**config.mk**
```make
export PLATFORM = sky130hd
export DESIGN_NAME = memcomparable_key_encoder
export DESIGN_NICKNAME = d
export VERILOG_FILES = /design/src/rtl/mke_pkg.sv /design/src/rtl/memcomparable_key_encoder.sv /design/src/rtl/mke_front.sv /design/src/rtl/mke_queue.sv /design/src/rtl/mke_back.sv
export VERILOG_INCLUDE_DIRS = /design/src /design/src/rtl
export SDC_FILE = /design/constraint.sdc
export NUM_CORES = 1
export LEC_CHECK = 0
export BUFFER_PORTS_ARGS = -buffer_cell sky130_fd_sc_hd__buf_4
export CORE_MARGIN = 8
export CORE_UTILIZATION = 40
export CTS_CLUSTER_SIZE = 20
export DETAILED_ROUTE_END_ITERATION = 8
export PLACE_DENSITY_LB_ADDON = 0.12
export SYNTH_ARGS = -nofsm -noshare
export SYNTH_HDL_FRONTEND = slang
export SYNTH_HIERARCHICAL = 1
export SYNTH_SLANG_ARGS = --single-unit
export TNS_END_PERCENT = 1
```
**constraint.sdc**
```tcl
create_clock -name clk -period 11.6 [get_ports clk]
set_input_delay 0.58 -clock clk [delete_from_list [all_inputs] [get_ports clk]]
set_output_delay 0.58 -clock clk [all_outputs]
set_load 0.01 [all_outputs]
```
**src/rtl/memcomparable_key_encoder_assert.svh**
```systemverilog
// ---------------------------------------------------------------------------
// Assertion macros shared by the key encoder RTL.
// Each macro expects clk and arst_n in scope.
// ---------------------------------------------------------------------------
`ifndef MEMCOMPARABLE_KEY_ENCODER_ASSERT_SVH
`define MEMCOMPARABLE_KEY_ENCODER_ASSERT_SVH

// Same-cycle implication.
`define MKE_ASSERT_NOW(label, ante, cons, msg) \
	label: assert property (@(posedge clk) disable iff (!arst_n) (ante) |-> (cons)) \
		else $error(msg);

// Next-cycle implication.
`define MKE_ASSERT_NEXT(label, ante, cons, msg) \
	label: assert property (@(posedge clk) disable iff (!arst_n) (ante) |=> (cons)) \
		else $error(msg);

`endif

```
**src/rtl/mke_pkg.sv**
```systemverilog
// ---------------------------------------------------------------------------
// mke_pkg
// Types and constants for the order-preserving key encoder.
// ---------------------------------------------------------------------------
package mke_pkg;

	localparam int unsigned JOB_BYTES   = 9;
	localparam int unsigned CNT_W       = $clog2(JOB_BYTES + 1);
	// queue depth must be a power of two (pointers wrap naturally)
	localparam int unsigned QUEUE_DEPTH = 4;
	localparam int unsigned QPTR_W      = $clog2(QUEUE_DEPTH);

	localparam logic [3:0] KIND_BOOL   = 4'd0;
	localparam logic [3:0] KIND_INT8   = 4'd1;
	localparam logic [3:0] KIND_INT16  = 4'd2;
	localparam logic [3:0] KIND_INT32  = 4'd3;
	localparam logic [3:0] KIND_INT64  = 4'd4;
	localparam logic [3:0] KIND_UINT8  = 4'd5;
	localparam logic [3:0] KIND_UINT16 = 4'd6;
	localparam logic [3:0] KIND_UINT32 = 4'd7;
	localparam logic [3:0] KIND_UINT64 = 4'd8;
	localparam logic [3:0] KIND_FLOAT  = 4'd9;
	localparam logic [3:0] KIND_DOUBLE = 4'd10;
	localparam logic [3:0] KIND_STRING = 4'd11;

	localparam logic [31:0] SIGN32      = 32'h8000_0000;
	localparam logic [63:0] SIGN64      = 64'h8000_0000_0000_0000;
	localparam logic [7:0]  MARK_MORE   = 8'hFF;
	localparam logic [3:0]  GROUP_BYTES = 4'd8;

	typedef struct packed {
		logic [3:0]  kind;
		logic [63:0] value_bits;
		logic [3:0]  grp_len;
		logic        group_last;
		logic        descending;
	} item_t;

	typedef struct packed {
		logic [7:0] out_byte;
		logic       last_byte;
	} result_t;

	// bytes[0] goes out first; cnt is 1..JOB_BYTES
	typedef struct packed {
		logic [JOB_BYTES-1:0][7:0] bytes;
		logic [CNT_W-1:0]          cnt;
	} job_t;

	typedef struct packed {
		logic push;
		job_t job;
	} q_wr_t;

	typedef struct packed {
		logic avail;
		job_t job;
	} q_rd_t;

endpackage

```
**src/rtl/memcomparable_key_encoder.sv**
```systemverilog
// ---------------------------------------------------------------------------
// memcomparable_key_encoder
// Order-preserving key byte encoder, top level.
// ---------------------------------------------------------------------------
// Each accepted item becomes 1, 2, 4, 8 or 9 key bytes (bool and 8-bit types
// one, 16-bit two, 32-bit and float four, 64-bit and double eight, a string
// group nine); unused kinds give none. The output carries one byte per cycle
// while result_stall is low, so an item's bytes leave one after another and
// the output side sets the sustained rate. Input items are taken one per
// cycle while the four-entry job queue has room; each item travels through
// the front register, the job queue and the output register.
// ---------------------------------------------------------------------------
module memcomparable_key_encoder (
	input  logic             clk,
	input  logic             arst_n,
	input  logic             item_valid,
	output logic             item_stall,
	input  mke_pkg::item_t   item,
	output logic             result_valid,
	input  logic             result_stall,
	output mke_pkg::result_t result
);

	mke_pkg::q_wr_t wr;
	mke_pkg::q_rd_t rd;
	logic           q_full;
	logic           pop;

	mke_front u_front (
		.clk        (clk),
		.arst_n     (arst_n),
		.item_valid (item_valid),
		.item_stall (item_stall),
		.item       (item),
		.q_full     (q_full),
		.wr         (wr)
	);

	mke_queue u_queue (
		.clk    (clk),
		.arst_n (arst_n),
		.wr     (wr),
		.full   (q_full),
		.pop    (pop),
		.rd     (rd)
	);

	mke_back u_back (
		.clk          (clk),
		.arst_n       (arst_n),
		.rd           (rd),
		.pop          (pop),
		.result_valid (result_valid),
		.result_stall (result_stall),
		.result       (result)
	);

endmodule

```
**src/rtl/mke_front.sv**
```systemverilog
// ---------------------------------------------------------------------------
// mke_front
// Accepts key items, encodes them into a byte job and hands the job to the
// queue. Items that produce no bytes are dropped here.
// ---------------------------------------------------------------------------
module mke_front (
	input  logic            clk,
	input  logic            arst_n,
	input  logic            item_valid,
	output logic            item_stall,
	input  mke_pkg::item_t  item,
	input  logic            q_full,
	output mke_pkg::q_wr_t  wr
);

	logic [63:0]                       v;
	logic [63:0]                       word;
	logic [3:0]                        len;
	logic [7:0]                        marker;
	logic [31:0]                       flt;
	logic [mke_pkg::CNT_W-1:0]         cnt_c;
	logic [mke_pkg::JOB_BYTES-1:0][7:0] bytes_c;

	logic         valid_s1;
	mke_pkg::job_t job_s1;

	assign v   = item.value_bits;
	assign flt = v[31:0];
	assign len = (item.grp_len > mke_pkg::GROUP_BYTES) ? mke_pkg::GROUP_BYTES
	                                                   : item.grp_len;

	// left-aligned big-endian word plus byte count
	always_comb begin
		word   = '0;
		marker = '0;
		cnt_c  = '0;
		case (item.kind)
			mke_pkg::KIND_BOOL: begin
				word[63:56] = (v != 64'd0) ? 8'h01 : 8'h00;
				cnt_c       = mke_pkg::CNT_W'(1);
			end
			mke_pkg::KIND_INT8: begin
				word[63:56] = v[7:0] ^ mke_pkg::SIGN32[31:24];
				cnt_c       = mke_pkg::CNT_W'(1);
			end
			mke_pkg::KIND_INT16: begin
				word[63:48] = v[15:0] ^ mke_pkg::SIGN32[31:16];
				cnt_c       = mke_pkg::CNT_W'(2);
			end
			mke_pkg::KIND_INT32: begin
				word[63:32] = v[31:0] ^ mke_pkg::SIGN32;
				cnt_c       = mke_pkg::CNT_W'(4);
			end
			mke_pkg::KIND_INT64: begin
				word  = v ^ mke_pkg::SIGN64;
				cnt_c = mke_pkg::CNT_W'(8);
			end
			mke_pkg::KIND_UINT8: begin
				word[63:56] = v[7:0];
				cnt_c       = mke_pkg::CNT_W'(1);
			end
			mke_pkg::KIND_UINT16: begin
				word[63:48] = v[15:0];
				cnt_c       = mke_pkg::CNT_W'(2);
			end
			mke_pkg::KIND_UINT32: begin
				word[63:32] = v[31:0];
				cnt_c       = mke_pkg::CNT_W'(4);
			end
			mke_pkg::KIND_UINT64: begin
				word  = v;
				cnt_c = mke_pkg::CNT_W'(8);
			end
			mke_pkg::KIND_FLOAT: begin
				word[63:32] = flt[31] ? ~flt : (flt ^ mke_pkg::SIGN32);
				cnt_c       = mke_pkg::CNT_W'(4);
			end
			mke_pkg::KIND_DOUBLE: begin
				word  = v[63] ? ~v : (v ^ mke_pkg::SIGN64);
				cnt_c = mke_pkg::CNT_W'(8);
			end
			mke_pkg::KIND_STRING: begin
				// bytes past the group length go out as zero padding
				for (int k = 0; k < 8; k++) begin
					if (4'(k) < len)
						word[63-8*k -: 8] = v[63-8*k -: 8];
				end
				marker = item.group_last ? {4'd0, len} : mke_pkg::MARK_MORE;
				cnt_c  = mke_pkg::CNT_W'(mke_pkg::JOB_BYTES);
			end
			default: begin
				cnt_c = '0;
			end
		endcase
	end

	always_comb begin
		for (int k = 0; k < 8; k++)
			bytes_c[k] = word[63-8*k -: 8];
		bytes_c[8] = marker;
		if (item.descending)
			bytes_c = ~bytes_c;
	end

	// register empties on push; full queue holds the stage
	assign item_stall = valid_s1 && q_full;

	always_ff @(posedge clk or negedge arst_n) begin
		if (!arst_n) begin
			valid_s1 <= 1'b0;
		end else if (!item_stall) begin
			valid_s1 <= item_valid && (cnt_c != '0);
		end
	end

	always_ff @(posedge clk) begin
		if (item_valid && !item_stall) begin
			job_s1.bytes <= bytes_c;
			job_s1.cnt   <= cnt_c;
		end
	end

	assign wr.push = valid_s1 && !q_full;
	assign wr.job  = job_s1;

endmodule

```
**src/rtl/mke_queue.sv**
```systemverilog
// ---------------------------------------------------------------------------
// mke_queue
// Small job queue between the encoder front and the byte serializer.
// ---------------------------------------------------------------------------
`include "memcomparable_key_encoder_assert.svh"

module mke_queue (
	input  logic           clk,
	input  logic           arst_n,
	input  mke_pkg::q_wr_t wr,
	output logic           full,
	input  logic           pop,
	output mke_pkg::q_rd_t rd
);

	mke_pkg::job_t                 entries_q [mke_pkg::QUEUE_DEPTH];
	logic [mke_pkg::QPTR_W-1:0]    wr_ptr_q;
	logic [mke_pkg::QPTR_W-1:0]    rd_ptr_q;
	logic [mke_pkg::QPTR_W:0]      count_q;

	assign full     = (count_q == (mke_pkg::QPTR_W+1)'(mke_pkg::QUEUE_DEPTH));
	assign rd.avail = (count_q != '0);
	assign rd.job   = entries_q[rd_ptr_q];

	always_ff @(posedge clk or negedge arst_n) begin
		if (!arst_n) begin
			wr_ptr_q <= '0;
			rd_ptr_q <= '0;
			count_q  <= '0;
		end else begin
			if (wr.push)
				wr_ptr_q <= wr_ptr_q + 1'b1;
			if (pop)
				rd_ptr_q <= rd_ptr_q + 1'b1;
			case ({wr.push, pop})
				2'b10:   count_q <= count_q + 1'b1;
				2'b01:   count_q <= count_q - 1'b1;
				default: count_q <= count_q;
			endcase
		end
	end

	always_ff @(posedge clk) begin
		if (wr.push)
			entries_q[wr_ptr_q] <= wr.job;
	end

	`MKE_ASSERT_NOW(a_no_push_full, wr.push, !full, "push into full queue")
	`MKE_ASSERT_NOW(a_no_pop_empty, pop, rd.avail, "pop from empty queue")
	`MKE_ASSERT_NOW(a_count_range, 1'b1, count_q <= (mke_pkg::QPTR_W+1)'(mke_pkg::QUEUE_DEPTH), "queue count overflow")
	`MKE_ASSERT_NEXT(a_push_fills, wr.push && !pop, rd.avail, "queue empty after push")

endmodule

```
**src/rtl/mke_back.sv**
```systemverilog
// ---------------------------------------------------------------------------
// mke_back
// Serializes the job at the head of the queue, one byte per transfer, into
// an output register.
// ---------------------------------------------------------------------------
`include "memcomparable_key_encoder_assert.svh"

module mke_back (
	input  logic             clk,
	input  logic             arst_n,
	input  mke_pkg::q_rd_t   rd,
	output logic             pop,
	output logic             result_valid,
	input  logic             result_stall,
	output mke_pkg::result_t result
);

	logic [mke_pkg::CNT_W-1:0] idx_q;
	logic                      result_valid_q;
	mke_pkg::result_t          result_q;
	logic                      advance;
	logic                      issue;
	logic                      last;

	assign advance = !result_valid_q || !result_stall;
	assign issue   = advance && rd.avail;
	assign last    = (idx_q == rd.job.cnt - 1'b1);
	assign pop     = issue && last;

	always_ff @(posedge clk or negedge arst_n) begin
		if (!arst_n) begin
			result_valid_q <= 1'b0;
			idx_q          <= '0;
		end else begin
			if (advance)
				result_valid_q <= rd.avail;
			if (issue)
				idx_q <= last ? '0 : idx_q + 1'b1;
		end
	end

	always_ff @(posedge clk) begin
		if (issue) begin
			result_q.out_byte  <= rd.job.bytes[idx_q];
			result_q.last_byte <= last;
		end
	end

	assign result_valid = result_valid_q;
	assign result       = result_q;

	`MKE_ASSERT_NOW(a_idx_in_job, rd.avail, idx_q < rd.job.cnt, "byte index past job end")
	`MKE_ASSERT_NOW(a_idx_idle, !rd.avail, idx_q == '0, "byte index not cleared")
	`MKE_ASSERT_NEXT(a_last_flag, pop, result_valid_q && result_q.last_byte, "last byte not flagged")

endmodule
```
* Word level (Yosys, flattened, before mapping)
Memory sizes are Yosys's and may differ from the RTL's.
Index checks and enable logic that the tools add are counted.
** Cells by class
- Magnitude comparators :: 10
- $add $sub $neg :: 6
- Eq/ne operators :: 15
- Bitwise logic cells :: 7
- Reduce and logical (&&, ||, !) cells :: 22
- Muxes and demuxes :: 26
** Operators with widths (number)
- case mux 32 bit (3 select lines) :: 1
- case mux 8 bit (12 select lines) :: 1
- 2-to-1 mux 8 bit :: 11
- case mux 16 bit (5 select lines) :: 1
- 2-to-1 mux 72 bit :: 1
- inverter 72 bit :: 1
- 2-to-1 mux 64 bit :: 1
- inverter 64 bit :: 1
- nonzero test 64 bit :: 1
- case mux 8 bit (6 select lines) :: 1
- binary-select mux 8 bit (select 4 bit) :: 1
- 2-to-1 mux 32 bit :: 1
- inverter 32 bit :: 1
- case mux 4 bit (5 select lines) :: 1
- == test 4 x 3 -> 1 bit (second input constant) :: 4
- == test 4 bit (second input constant) :: 4
- < comparator 3 x 4 -> 1 bit (first input constant) :: 4
- OR reduction 3 bit :: 3
- == test 4 x 2 -> 1 bit (second input constant) :: 2
- < comparator 1 x 4 -> 1 bit (first input constant) :: 2
- < comparator 2 x 4 -> 1 bit (first input constant) :: 2
- 2-to-1 mux 4 bit :: 2
- logical AND 1 bit :: 6
- case mux 3 bit (2 select lines) :: 1
- 21 further kinds :: 32
** Word-level totals
- RAM bits :: 304
- Word-level logic and storage cells :: 105
- Input port bits :: 78
- Flip-flop bits (word level) :: 98
- Output and inout bits :: 11
- Memories kept :: 1
** Memory list
- u_queue.entries_q :: words 4, bits a word 76, rd ports 1, clocked after memory_dff 0, wr ports 1, RTL line mke_queue.sv:16 : mke_pkg::job_t entries_q [mke_pkg::QUEUE_DEPTH];

* Depth between registers and ports, before layout
Gate-level depths: netlist of the first run.
- Word-level depth :: 7
- Depth in mapped cells :: 13
- Mapped depth without buffers :: 11

* Cells and area by module
The synthesis of the first run kept the hierarchy.
** Modules (own cells, without submodules)
- mke_queue :: seq. area each 9303.9 sq um, times used 1, area each 11368.4 sq um, cells each 431
- mke_front :: seq. area each 2217.1 sq um, times used 1, area each 4648.2 sq um, cells each 438
- mke_back :: seq. area each 395.4 sq um, times used 1, area each 1229.9 sq um, cells each 113

* Least setup slack after synthesis of the first run
Ideal clock, no wire load.
- Kind :: reg2reg
- Start point :: register u_queue/count_q[2] (netlist name)
- End point :: register u_front.job_s1 (netlist bit u_front/wr[0]), enable pin
- Cell stages (with the launch flop) :: 4
- Clock period less this slack :: 4473 ps
- Slack :: 7127 ps
- Buffers on the path :: 0
- Required time :: 11087 ps
- Library setup time :: 513 ps
- Arrival time :: 3960 ps
- Cell sequence :: dfrtp_1 > nor3b_1 > and2_1 > nor2b_1
** On the way
- Cells in the longest elaborated chain, start to end :: 4
** RTL lines
- start, declared :: RTL line mke_queue.sv:19 : logic [mke_pkg::QPTR_W:0] count_q;
- start signal, assigned :: RTL line mke_queue.sv:36 : 2'b10: count_q <= count_q + 1'b1;
- start signal, assigned :: RTL line mke_queue.sv:37 : 2'b01: count_q <= count_q - 1'b1;
- start signal, assigned :: RTL line mke_queue.sv:38 : default: count_q <= count_q;
- == test 3 bit :: RTL line mke_queue.sv:21 : assign full = (count_q == (mke_pkg::QPTR_W+1)'(mke_pkg::QUEUE_DEPTH));
- net q_full :: RTL line memcomparable_key_encoder.sv:26 : logic q_full;
- logical AND 1 bit :: RTL line mke_front.sv:106 : assign item_stall = valid_s1 && q_full;
- net item_stall :: RTL line memcomparable_key_encoder.sv:17 : output logic item_stall,
- zero test 1 bit
- logical AND 1 bit :: RTL line mke_front.sv:117 : if (item_valid && !item_stall) begin
- end, declared :: RTL line mke_front.sv:25 : mke_pkg::job_t job_s1;
The timed path passes the listed nets, and every way through them passes these cells.
A chain may end at the register's enable or synchronous reset.

==> results of run 1 <==
-- cell families (layout without fill, tap and decap cells) --
logic type | after synthesis | count (layout) | synth area share [%]
DFF | 399 | 399 | 69.1
xor gates and xnor gates | 81 | 81 | 4.19
AOI/OAI and AO/OA | 165 | 165 | 6.99
and+or+nand+nor | 148 | 148 | 4.33
buffers and inverters | 76 | 195 | 2.42
muxes | 103 | 103 | 12.2
adders and majority gates | 10 | 10 | 0.769
-- layer usage --
layer	GRT usage [%]	wire, um	up-vias
met5	0	0	-
met4	5.06	934	0
met3	3.47	2870	67
met2	26.4	19600	323
met1	25.9	20300	4797
li1	-	-	4126
-- metrics by stage --
stage	instance area (um2)	power (mW)	cells	setup WS (ns)
2_1_floorplan	17200	2.90	982	7.13
6_report	19800	4.61	1647	7.22
4_1_cts	19800	4.68	1647	7.03
3_5_place_dp	18400	3.30	1568	7.04
5_1_grt	19800	4.82	1647	6.83
3_3_place_gp	18400	3.29	1568	7.05
-- synth_stat cells, types with 8 or more instances --
| library cell | count | area (um2) |
|---|---|---|
| sky130_fd_sc_hd__edfxtp_1 | 386 | 11600 |
| sky130_fd_sc_hd__mux4_2 | 84 | 1890 |
| sky130_fd_sc_hd__xnor2_1 | 63 | 552 |
| sky130_fd_sc_hd__nor2_1 | 60 | 225 |
| sky130_fd_sc_hd__a21oi_1 | 48 | 240 |
| sky130_fd_sc_hd__o22ai_1 | 40 | 250 |
| sky130_fd_sc_hd__nand2_1 | 29 | 109 |
| sky130_fd_sc_hd__clkbuf_1 | 23 | 86.3 |
| sky130_fd_sc_hd__buf_2 | 22 | 110 |
| sky130_fd_sc_hd__mux2_2 | 18 | 203 |
| sky130_fd_sc_hd__xor2_1 | 17 | 149 |
| sky130_fd_sc_hd__a221oi_2 | 13 | 195 |
| sky130_fd_sc_hd__dfrtp_1 | 13 | 325 |
| sky130_fd_sc_hd__inv_1 | 13 | 48.8 |
| sky130_fd_sc_hd__nor4_1 | 13 | 81.3 |
| sky130_fd_sc_hd__o21ai_0 | 12 | 60.1 |
| sky130_fd_sc_hd__buf_4 | 10 | 75.1 |
| sky130_fd_sc_hd__o31ai_1 | 10 | 75.1 |
| sky130_fd_sc_hd__ha_1 | 9 | 113 |
| sky130_fd_sc_hd__a221o_1 | 8 | 80.1 |
| sky130_fd_sc_hd__and2_1 | 8 | 50.1 |
-- repair_timing --
| item | CTS | global route |
|---|---|---|
| setup buffers | 0 | 0 |
| endpoints found under the hold margin | 13 | 0 |
| hold buffers | 1 | 0 |
-- flip-flops by register name (all words and copies together), names as in the netlist --
| register | flops |
|---|---|
| u_back/result | 9 |
| u_queue/rd_ptr_q | 2 |
| u_queue/count_q | 3 |
| u_front/valid_s1 | 1 |
| u_back/idx_q | 4 |
| u_queue/wr_ptr_q | 2 |
| u_back/result_valid | 1 |
| u_queue/entries_q | 304 |
| u_front/wr | 73 |
-- critical path, cell delays in order, from the launching register on --
cell	delay, ns
sky130_fd_sc_hd__dfrtp_4	0.95
sky130_fd_sc_hd__buf_4	0.83
sky130_fd_sc_hd__mux4_2	0.61
sky130_fd_sc_hd__inv_1	0.07
sky130_fd_sc_hd__ha_1	0.23
sky130_fd_sc_hd__xor2_1	0.15
sky130_fd_sc_hd__nand3_2	0.12
sky130_fd_sc_hd__nor3_4	0.34
sky130_fd_sc_hd__ha_1	0.27
sky130_fd_sc_hd__fa_1	0.42
sky130_fd_sc_hd__mux2_2	0.26
-- layout make-up --
type / instances / area, um2 / share of cell area, %
Multi-Input combinational cell: 507 / 4930 / 24.9
Tap cell: 546 / 683 / 3.45
Sequential cell: 399 / 11900 / 60.3
Clock inverter: 23 / 253 / 1.28
Timing Repair Buffer: 104 / 783 / 3.96
Clock buffer: 55 / 1160 / 5.88
Inverter: 13 / 48.8 / 0.247
-- worst min-delay path by stage --
stage                          start            endpoint  depth (start not counted)
after floorplan               arst_n     u_back/idx_q[0]                          0
after global placement        arst_n  u_queue/count_q[2]                          1
after detailed placement      arst_n  u_queue/count_q[2]                          1
after CTS                 item_valid    u_front/valid_s1                          2
after global routing      item_valid    u_front/valid_s1                          2
final                     item_valid    u_front/valid_s1                          2
-- power breakdown --
group | internal (mW) | total (mW) | switching (mW) | leakage (nW)
Clock | 0.839 | 1.38 | 0.539 | 0.686
Combinational | 0.526 | 1.15 | 0.620 | 2.07
Sequential | 1.92 | 2.09 | 0.164 | 3.73
==> impl_summary.md, run 1 <==
Synth
The fraction of registers with async set or reset after synthesis is 3.26%. The flop and latch count out of synthesis is 399. For this run, the leading register cell type out of synthesis is sky130_fd_sc_hd__edfxtp_1. In this run, synthesis inferred 386 flip-flops with an integrated enable.

Synthesis produced a netlist with a net count of 1070. After synthesis, the mean cell area works out to 17.6 um2. In this run the cell area of the synthesized design comes to 17200 um2. The number of warnings issued by yosys is 6.

Sequential cells were found to cover 69.1% of the synthesized design area. In the synthesized netlist, the number of instances is 982. The netlist uses 63 different library cells.

Floorplanning
The total I/O pin count is 89. The core region is 42800 um2. In this run the horizontal extent of the chip is 224 um. The floorplan die area is 50000 um2. The die extent in y is 224 um. In this run the core area contains 76 standard-cell rows.

The initial cell density of the core is 40.3%.

Worst setup path
The data required time at the worst endpoint is 12.04 ns. The beginning of the worst register-to-register path is u_queue/rd_ptr_q[0]. The critical path starts at u_queue/rd_ptr_q[0]. The capturing element type of the critical path is a flop.

Data on the critical path arrives at its endpoint at 4.82 ns. The reg-to-reg endpoint is u_queue/count_q[1]. The worst setup path is of the reg -> reg kind. Along the worst path, the maximum fanout reaches 41. The startpoint kind of the worst setup timing path is a flop. The worst setup path endpoint is u_queue/count_q[1]. The slack of the worst reg-to-reg path is 7.22 ns. The worst reg-to-reg path cell count is 10.

CTS
The maximum clock insertion buffer count is 3. The clock sink count is 399. The H-tree generated during clock tree synthesis spans 2 levels. After clock tree synthesis, the clock-pin slew on the worst setup and hold paths is 0.06 ns. In this run the clock root is driven by a sky130_fd_sc_hd__clkbuf_16.

The quantity of gates resized following cts is 0. The clock latency reported for the late side of the worst-skew pair is 0.55 ns. The number of CTS-inserted buffers is 43.

TritonCTS built the clock tree.

Global route
The remaining global-route overflow is 0. The number of global-route vias before repair was 9634. The initial antenna violation count is 0.

Entering global routing, the biggest net connects 56 pins. The total global routing track utilization is 17.6%. The global-route wire length before repair is 65.6 mm.

Power and ir drop
IR analysis of the VDD net gives a maximum drop of 0.121 mV. Power spread over the standard cell area amounts to 233 nW/um2. The total leakage power is 6.48 nW.

Run
The max-capacitance violation count is 0.

Layout
Leaving out fill and tap cells, the most frequent cell in the layout is sky130_fd_sc_hd__edfxtp_1. The library cells used most frequently in the layout, excluding fill and tap cells, are 386 x sky130_fd_sc_hd__edfxtp_1, 103 x sky130_fd_sc_hd__buf_4, 84 x sky130_fd_sc_hd__mux4_2. Compared with the post-synthesis result, the final layout area differs by 14.8%. The utilization of the core after routing is 46.3%.

In the final layout, the share of cells above drive strength 1 is 26.6%. For this run, the post-layout net count is 1156. Counting the fill cells in the layout gives 3700.

The diode insertion count for antenna repair is 0.

STA
Headroom to the max-slew limit came out at 27.8%. For this run, the top clock speed supported by timing is 228 MHz. The worst clock skew is 0.0111 ns. The clock period could shrink to 4.38 ns.

Setup repair after global routing left no endpoint under its margin. The minimum hold slack is 0.244 ns. Of the available clock period, the critical path in the final layout requires 37.8%. For the pin with the worst max-slew slack, the measured transition is 1.08 ns. After routing, the total negative slack on setup checks comes to 0 ns. The hold violation total from the final report is 0. The max-slew violation count is 0.

Setup violations remaining at the end of the flow were counted as 0.

Routing
The ratio of routed vias to standard cells is 5.65. After detailed routing, the average wire length per cell comes to 26.6 um. The routed layout has 9313 vias.

Wires add up to 43.8 mm. The count of antenna-violating nets left after detailed routing is 0. The count of routing violations after the opening detailed-route iteration is 834. The first TritonRoute pass finished after 7 iterations. The post-route DRC violation count is 0.

Placed design
At the end of routability-driven placement, the weighted congestion stood at 0.886. The placed wire-length estimate after detailed placement is 27.6 mm. The number of port buffers is 88.

Status
The run finished with clean final reports.

Min path
The class of the tightest hold or removal check is in -> reg.
Note: power is estimated with default switching activity, not from simulation.
==> inputs of run 2 (changes only) <==
clock period = 3.8 ns   (was 11.6 ns; I/O delays follow)
==> run 2 against run 1 <==
Effect of this change: sequential share of layout area fell by 0.30 points; critical endpoint unchanged; clock power increased to 2.8 times the previous value; clock skew decreased by 0.0027 ns; largest power group unchanged.
==> impl_summary.md, run 2 (same netlist as run 1, synthesis figures left out) <==
Run
The max-capacitance violation count is 0.

Worst setup path
For the worst flop-to-flop path, the logic depth is 9. The signal arrival time at the worst endpoint is 3.45 ns. Of all nets on the critical path, the largest fanout is 6.

The critical path class is reg -> reg. The data required time at the worst endpoint is 4.24 ns. The startpoint kind of the worst setup timing path is a flop. The capturing element type of the critical path is a flop.

Routing
After detailed routing, the total wire length is 43.9 mm. The ratio of routed vias to standard cells is 5.62. The first detailed-routing pass ran for 5 iterations. The count of antenna-violating nets left after detailed routing is 0.

For this run, design rule violations remaining after detail routing come to 0. The routed length per instance is 26.3 um. The count of routing violations after the opening detailed-route iteration is 865. Summing over every cut layer, the via total after detailed routing is 9388.

Floorplanning
The initialized floorplan defines 76 standard-cell rows. The die is 224 um wide. The floorplan step set the die height to 224 um. The die covers 50000 um2. The core outline area is 42800 um2. The total I/O pin count is 89. The initial cell density of the core is 40.3%.

CTS
The quantity of gates resized following cts is 0. The H-tree depth is 2. The maximum clock insertion buffer count is 3.

The number of CTS-inserted buffers is 44. The root buffer cell chosen for the clock tree is sky130_fd_sc_hd__clkbuf_16. The CTS tree is done. After clock tree synthesis, the clock-pin slew on the worst setup and hold paths is 0.06 ns. The post-CTS setup repair buffer count is 0. The later pin in the worst-skew pair is clocked with a latency of 0.56 ns. For this design, the sink count on the clock tree is 399.

Layout
For this run, the post-layout net count is 1180. The register name with the most flops is u_queue/entries_q. The sequential cells in the finished layout cover a total of 11900 um2. The share of final-layout standard cells stronger than drive strength 1 is 28.4%. At the end of the flow the core is filled with cells to 46.5%. The number of flip-flops in the largest register is 304.

The total area of multi-input combinational cells is 4930 um2. The diode insertion count for antenna repair is 0. The filler cells instantiated in the layout total 3706. The area overhead of the layout relative to synthesis is 15.3%. In the layout the commonest cells are 386 x sky130_fd_sc_hd__edfxtp_1, 119 x sky130_fd_sc_hd__buf_4, 84 x sky130_fd_sc_hd__mux4_2. The most common cell after layout, fill and taps aside is sky130_fd_sc_hd__edfxtp_1.

Placed design
Prior to clock tree synthesis, the placed netlist has a worst setup slack of 0.761 ns. Buffers placed on the I/O ports in this run total 88. The routability congestion estimate is 0.914. The HPWL after detailed placement is 28.7 mm.

STA
Setup repair after global routing left no endpoint under its margin. The setup TNS after final layout is 0 ns. The hold violation total from the final report is 0. Between clock sinks in the finished design, the worst skew comes to 0.00844 ns. The number of endpoints failing setup at the final stage is 0. The worst path uses 79.3% of the clock period. The achievable frequency is 332 MHz.

The measured slew at the worst slew-check pin is 1.02 ns. Setup slack closes at 0.785 ns. The max-slew violation count is 0. Headroom to the max-slew limit came out at 32.2%.

The clock period minus worst slack is 3.02 ns.

Power and ir drop
The total leakage power is 6.56 nW. The total power per unit cell area is 693 nW/um2. Across the VDD grid, the largest voltage drop is 0.320 mV.

Global route
The initial antenna violation count is 1. The maximum number of pins on one net before global-route repair is 58. The remaining global-route overflow is 0. The global-route wire length before repair is 65.3 mm. The total global routing track utilization is 17.6%. The number of global-route vias before repair is 9635.

Min path
The tightest min-delay check is of the in -> reg type. The number of stages on the worst hold path is 3.

Status
The flow ran to the end, and the final reports show no timing, DRC or antenna violations.
## run 2: cell types whose count changed in the layout (fill, tap and decap cells not counted), sizes merged
cell	change
clkinvlp	+2
clkinv	+4
clkbuf	-3
dlygate4sd3	+5
buf	+18
inv	+1
bufinv	-5
## run 2: final cells by class
class	instances	share of cell area, %
inverter	13	0.245
sequential	399	60.0
timing repair buffer	127	4.99
multi-input combinational	507	24.8
clock inverter	25	0.774
tap	546	3.43
clock buffer	52	5.79
## run 2: metrics by stage
step / hold slack, ns / total power [mW] / cell area [um2] / std cells
global placement: 0.0530 / 10.0 / 18500 / 1586
finish: 0.0431 / 13.8 / 19900 / 1669
floorplan: -0.106 / 8.85 / 17200 / 982
CTS: 0.0197 / 14.0 / 19900 / 1669
detailed placement: 0.0527 / 10.1 / 18500 / 1586
global route: 0.0501 / 14.5 / 19900 / 1669
## run 2: layer usage
layer | routed length, um | up-vias | share of wire (%) | GRT usage [%]
met5 | 0 | - | 0 | 0
li1 | - | 4173 | - | -
met2 | 19700 | 286 | 45 | 26.2
met1 | 21000 | 4867 | 48 | 26.1
met4 | 933 | 0 | 2.1 | 5.27
met3 | 2240 | 62 | 5.1 | 3.13
## run 2: path summary, 6_finish.rpt
check | startpoint | to | slack [ns]
max | u_queue/rd_ptr_q[0] | u_queue/count_q[1] | 0.78
min | item[61] | u_front/wr[19] | 0.04
max reg2reg | u_queue/rd_ptr_q[0] | u_queue/count_q[1] | 0.78
min reg2reg | u_queue/count_q[2] | u_queue/count_q[2] | 0.48
max in group asynchronous | arst_n | u_queue/rd_ptr_q[1] | 2.58
min in group asynchronous | arst_n | u_queue/wr_ptr_q[1] | 0.73
## run 2: critical path, cell delays in order, from the launching register on
cell,delay (ns)
sky130_fd_sc_hd__dfrtp_4,0.47
sky130_fd_sc_hd__mux4_2,0.56
sky130_fd_sc_hd__inv_1,0.08
sky130_fd_sc_hd__ha_1,0.24
sky130_fd_sc_hd__xor2_1,0.16
sky130_fd_sc_hd__nand3_2,0.13
sky130_fd_sc_hd__nor3_4,0.32
sky130_fd_sc_hd__ha_1,0.26
sky130_fd_sc_hd__fa_1,0.41
sky130_fd_sc_hd__mux2_2,0.26
## run 2: where the power goes
group / total, mW / internal [mW] / switching [mW] / leakage [nW]
combinational: 3.67 / 1.67 / 2.00 / 2.18
clock: 3.89 / 2.23 / 1.67 / 0.646
sequential: 6.22 / 5.87 / 0.356 / 3.73
total: 13.8 / 9.76 / 4.03 / 6.56
## run 2: repair_timing
action / 4_1_cts / 5_1_grt
endpoints found under the setup margin: 0 / 0
hold buffers: 6 / 0
hold endpoints to repair: 17 / 0
==> inputs of run 3 (changes only) <==
ABC_AREA = 1   (was unset)
clock period = 3 ns   (was 3.8 ns; I/O delays follow)
==> run 3 against run 2 <==
Effect of this change: synthesized cell count increased by 120%; sequential power increased by 26%; sequential cell count unchanged; first-iteration DRC count increased by 42%; final cell count increased by 79%; die area increased by 18%; largest cell class unchanged; largest power group unchanged; highest routed layer unchanged.
==> impl_summary.md, run 3 <==
Routing
After detailed routing, the total wire length is 60.8 mm. The first TritonRoute pass finished after 8 iterations. For this run, design rule violations remaining after detail routing come to 0. Dividing the detail-routed wire length by the instance count gives 20.4 um. The count of routing violations after the opening detailed-route iteration is 1232. In this run the remaining antenna-violating nets after routing total 0. Using the TritonRoute via totals, the vias-per-cell ratio works out to 5.14. The routed layout has 15312 vias.

Synth
The cell taking the most area after synthesis is sky130_fd_sc_hd__edfxtp_1. The net count after synthesis is 2281. After synthesis, the cell types taking the most area are sky130_fd_sc_hd__edfxtp_1 56%, sky130_fd_sc_hd__nand2_1 11%, sky130_fd_sc_hd__nor2_1 5.9%. Counting distinct cell types in the post-synthesis netlist gives 43. The mapped cell area is 20600 um2. The leading cell type by number of instances after synthesis is sky130_fd_sc_hd__nand2_1. The top cell type by area accounts for 56.4% of the synthesized area. After synthesis, flip-flops and latches occupy 58.0% of the total area. The Yosys step of the flow raised 6 warnings. The synthesized design contains 386 enable-type register cells. The synthesized design contains 399 register bits. The fraction of registers with async set or reset after synthesis is 3.26%. After synthesis, the most frequently instantiated cells are 602 x sky130_fd_sc_hd__nand2_1, 386 x sky130_fd_sc_hd__edfxtp_1, 321 x sky130_fd_sc_hd__nor2_1, 244 x sky130_fd_sc_hd__inv_1, 128 x sky130_fd_sc_hd__nand3_1. Synthesis produced 2193 cells. The per-instance average area after synthesis is 9.38 um2. The flip-flop cell with the highest count after synthesis is sky130_fd_sc_hd__edfxtp_1.

Power and ir drop
VDD sags by at most 0.701 mV. In this run the static leakage power is 9.58 nW. The completed layout was analyzed and its total power is 19.1 mW.

The total power per unit cell area is 822 nW/um2.

Layout
The share of final-layout standard cells stronger than drive strength 1 is 11.3%. The utilization of the core after routing is 45.5%. The library cells used most frequently in the layout, excluding fill and tap cells, are 602 x sky130_fd_sc_hd__nand2_1, 386 x sky130_fd_sc_hd__edfxtp_1, 320 x sky130_fd_sc_hd__nor2_1. The library cell used most frequently in the layout, excluding fill and tap cells, is sky130_fd_sc_hd__nand2_1.

The post-layout instance count excluding filler cells is 2981. The number of flip-flops in the largest register is 304. The area overhead of the layout relative to synthesis is 12.9%. For this run, the post-layout net count is 2355.

More flip-flops sit in one register than any other, and that register is u_queue/entries_q.

CTS
The clock root buffer is sky130_fd_sc_hd__clkbuf_16. The CTS tree is done. The clock-pin slew on the worst setup and hold paths is 0.06 ns. Clock latency on the worst-skew pair, taken at its later pin, is 0.56 ns.

The maximum clock insertion buffer count is 3. The number of CTS-inserted buffers is 43. In this run the number of H-tree levels came out at 2.

The clock sink count is 399.

STA
After layout, the worst path uses 91.6% of the clock period. The achievable frequency is 364 MHz. The minimum hold slack is 0.0502 ns.

The number of endpoints failing setup at the final stage is 0. The hold violation total from the final report was 0. Setup repair after global routing left no endpoint under its margin. After routing, the total negative slack on setup checks comes to 0 ns. The worst clock skew is 0.0118 ns. The clock period minus worst slack is 2.75 ns.

For the pin with the worst max-slew slack, the measured transition is 0.965 ns. The max-slew violation count is 0. The max-slew headroom at the worst pin is 35.7%.

Placed design
Including well taps, the total number of placed cells is 2897. The routability congestion estimate is 0.930. The number of port buffers is 88.

Once detailed placement completed, the half-perimeter wirelength came to 41.6 mm.

Worst setup path
The startpoint kind of the worst setup timing path is a flop. STA classifies the critical path endpoint as a flop. In this run the worst path has a maximum fanout of 7. The critical path class is reg -> reg. STA puts the critical path data arrival time at 3.20 ns. The cell at the slowest stage of the critical path is sky130_fd_sc_hd__dfrtp_4. The cell that appears most often on the critical path is sky130_fd_sc_hd__nand2_1. The data required time at the worst endpoint is 3.45 ns. Walking the worst path, the cells encountered are buf_2 -> nand2_1 -> o211ai_1 -> nand2_1 -> inv_1 -> ha_1 -> or2_2 -> nand3_1 -> nor2_1 -> nand3_2 -> inv_2 -> ha_2 -> fa_1 -> nand2_1 -> nand3_1 -> nand2_1 -> nand2_1. The largest single stage delay on the critical path is 0.50 ns. The critical path contains buffers and inverters numbering 3 combined. The family of cells with the greatest summed delay on the critical path is simple AND/OR/NAND/NOR gates.

Floorplanning
The floorplan step defined a die boundary enclosing 58900 um2. The floorplan step set the die width to 243 um. The die extent in y is 243 um.

For this design the top-level I/O count stands at 89. The placement row count is 83. The initial cell density of the core is 40.2%. The core outline area is 51100 um2.

Status
The flow ran to the end, and the final reports show no timing, DRC or antenna violations.

Global route
The number of global-route vias before repair is 14250. The maximum number of pins on one net before global-route repair is 161. The initial antenna violation count is 0. The total overflow left after global routing is 0. In the global route stage, overall resource usage came out at 20.0%. The global-route wire length before repair is 91.1 mm.

Min path
The class of the tightest hold or removal check is in -> reg.

Run
The max-capacitance violation count is 0.
==> run 3: layout make-up <==
cell class,instances,area (um2)
clock buffer,52,1130
sequential,399,11900
clock inverter,26,188
multi-input combinational,1432,7020
inverter,256,968
timing repair buffer,135,1140
tap,680,851
antenna,1,2.50
fill,4853,27900
==> run 3: logic make-up after synthesis <==
logic type	synth area share, %
AND/OR/NAND/NOR	21.9
flip-flops	58.0
buffers and inverters	7.99
AO/OA/AOI/OAI	8.88
XOR/XNOR	2.60
adder cells (fa/ha/maj)	0.645
multiplexers	0.0487
==> run 3: path summary, 6_finish.rpt <==
| check | cells past startpoint | from | endpoint | slack [ns] |
|---|---|---|---|---|
| setup / recovery | 17 | u_queue/rd_ptr_q[0] | u_queue/count_q[2] | 0.25 |
| hold / removal | 5 | item[50] | u_front/wr[24] | 0.05 |
| setup reg to reg | 17 | u_queue/rd_ptr_q[0] | u_queue/count_q[2] | 0.25 |
| hold reg to reg | 2 | u_queue/count_q[2] | u_queue/count_q[2] | 0.49 |
| max in group asynchronous | 3 | arst_n | u_queue/rd_ptr_q[0] | 1.84 |
| min in group asynchronous | 3 | arst_n | u_queue/rd_ptr_q[0] | 0.69 |
==> run 3: worst reg2reg max path, cell delays in order (launching register included) <==
cell and delay, ns:
sky130_fd_sc_hd__dfrtp_4 0.50, sky130_fd_sc_hd__buf_2 0.18, sky130_fd_sc_hd__nand2_1 0.07, sky130_fd_sc_hd__o211ai_1 0.08
sky130_fd_sc_hd__nand2_1 0.07, sky130_fd_sc_hd__inv_1 0.05, sky130_fd_sc_hd__ha_1 0.28, sky130_fd_sc_hd__or2_2 0.28
sky130_fd_sc_hd__nand3_1 0.09, sky130_fd_sc_hd__nor2_1 0.07, sky130_fd_sc_hd__nand3_2 0.08, sky130_fd_sc_hd__inv_2 0.06
sky130_fd_sc_hd__ha_2 0.19, sky130_fd_sc_hd__fa_1 0.38, sky130_fd_sc_hd__nand2_1 0.09, sky130_fd_sc_hd__nand3_1 0.08
sky130_fd_sc_hd__nand2_1 0.06, sky130_fd_sc_hd__nand2_1 0.04
==> run 3: through the flow <==
stage,setup WS [ns],instance area [um2]
finish,0.251,23200
global route,0.0275,23200
CTS,0.153,23200
detailed placement,0.173,21900
global placement,0.192,21900
floorplan,0.0310,20600
==> run 3: timing repair <==
item,in CTS,in global routing
setup buffers,0,2
hold endpoints to repair,14,0
hold buffers,3,0
resized for setup,0,3
endpoints found under the setup margin,0,2
==> run 3: power breakdown <==
part | total [mW] | leakage [nW] | internal [mW] | switching, mW
Combinational | 6.27 | 5.19 | 1.92 | 4.35
Sequential | 7.84 | 3.74 | 7.40 | 0.440
Clock | 4.97 | 0.648 | 2.86 | 2.11
Total | 19.1 | 9.58 | 12.2 | 6.90
==> run 3: layer usage <==
layer	wire (um)	vias to the layer above	share of wire [%]	GRT usage [%]
met1	27600	7292	45	27.2
met5	0	-	0	0
met2	28100	464	46	32.3
met3	3220	94	5.3	3.37
met4	1890	0	3.1	6.79
li1	-	7462	-	-
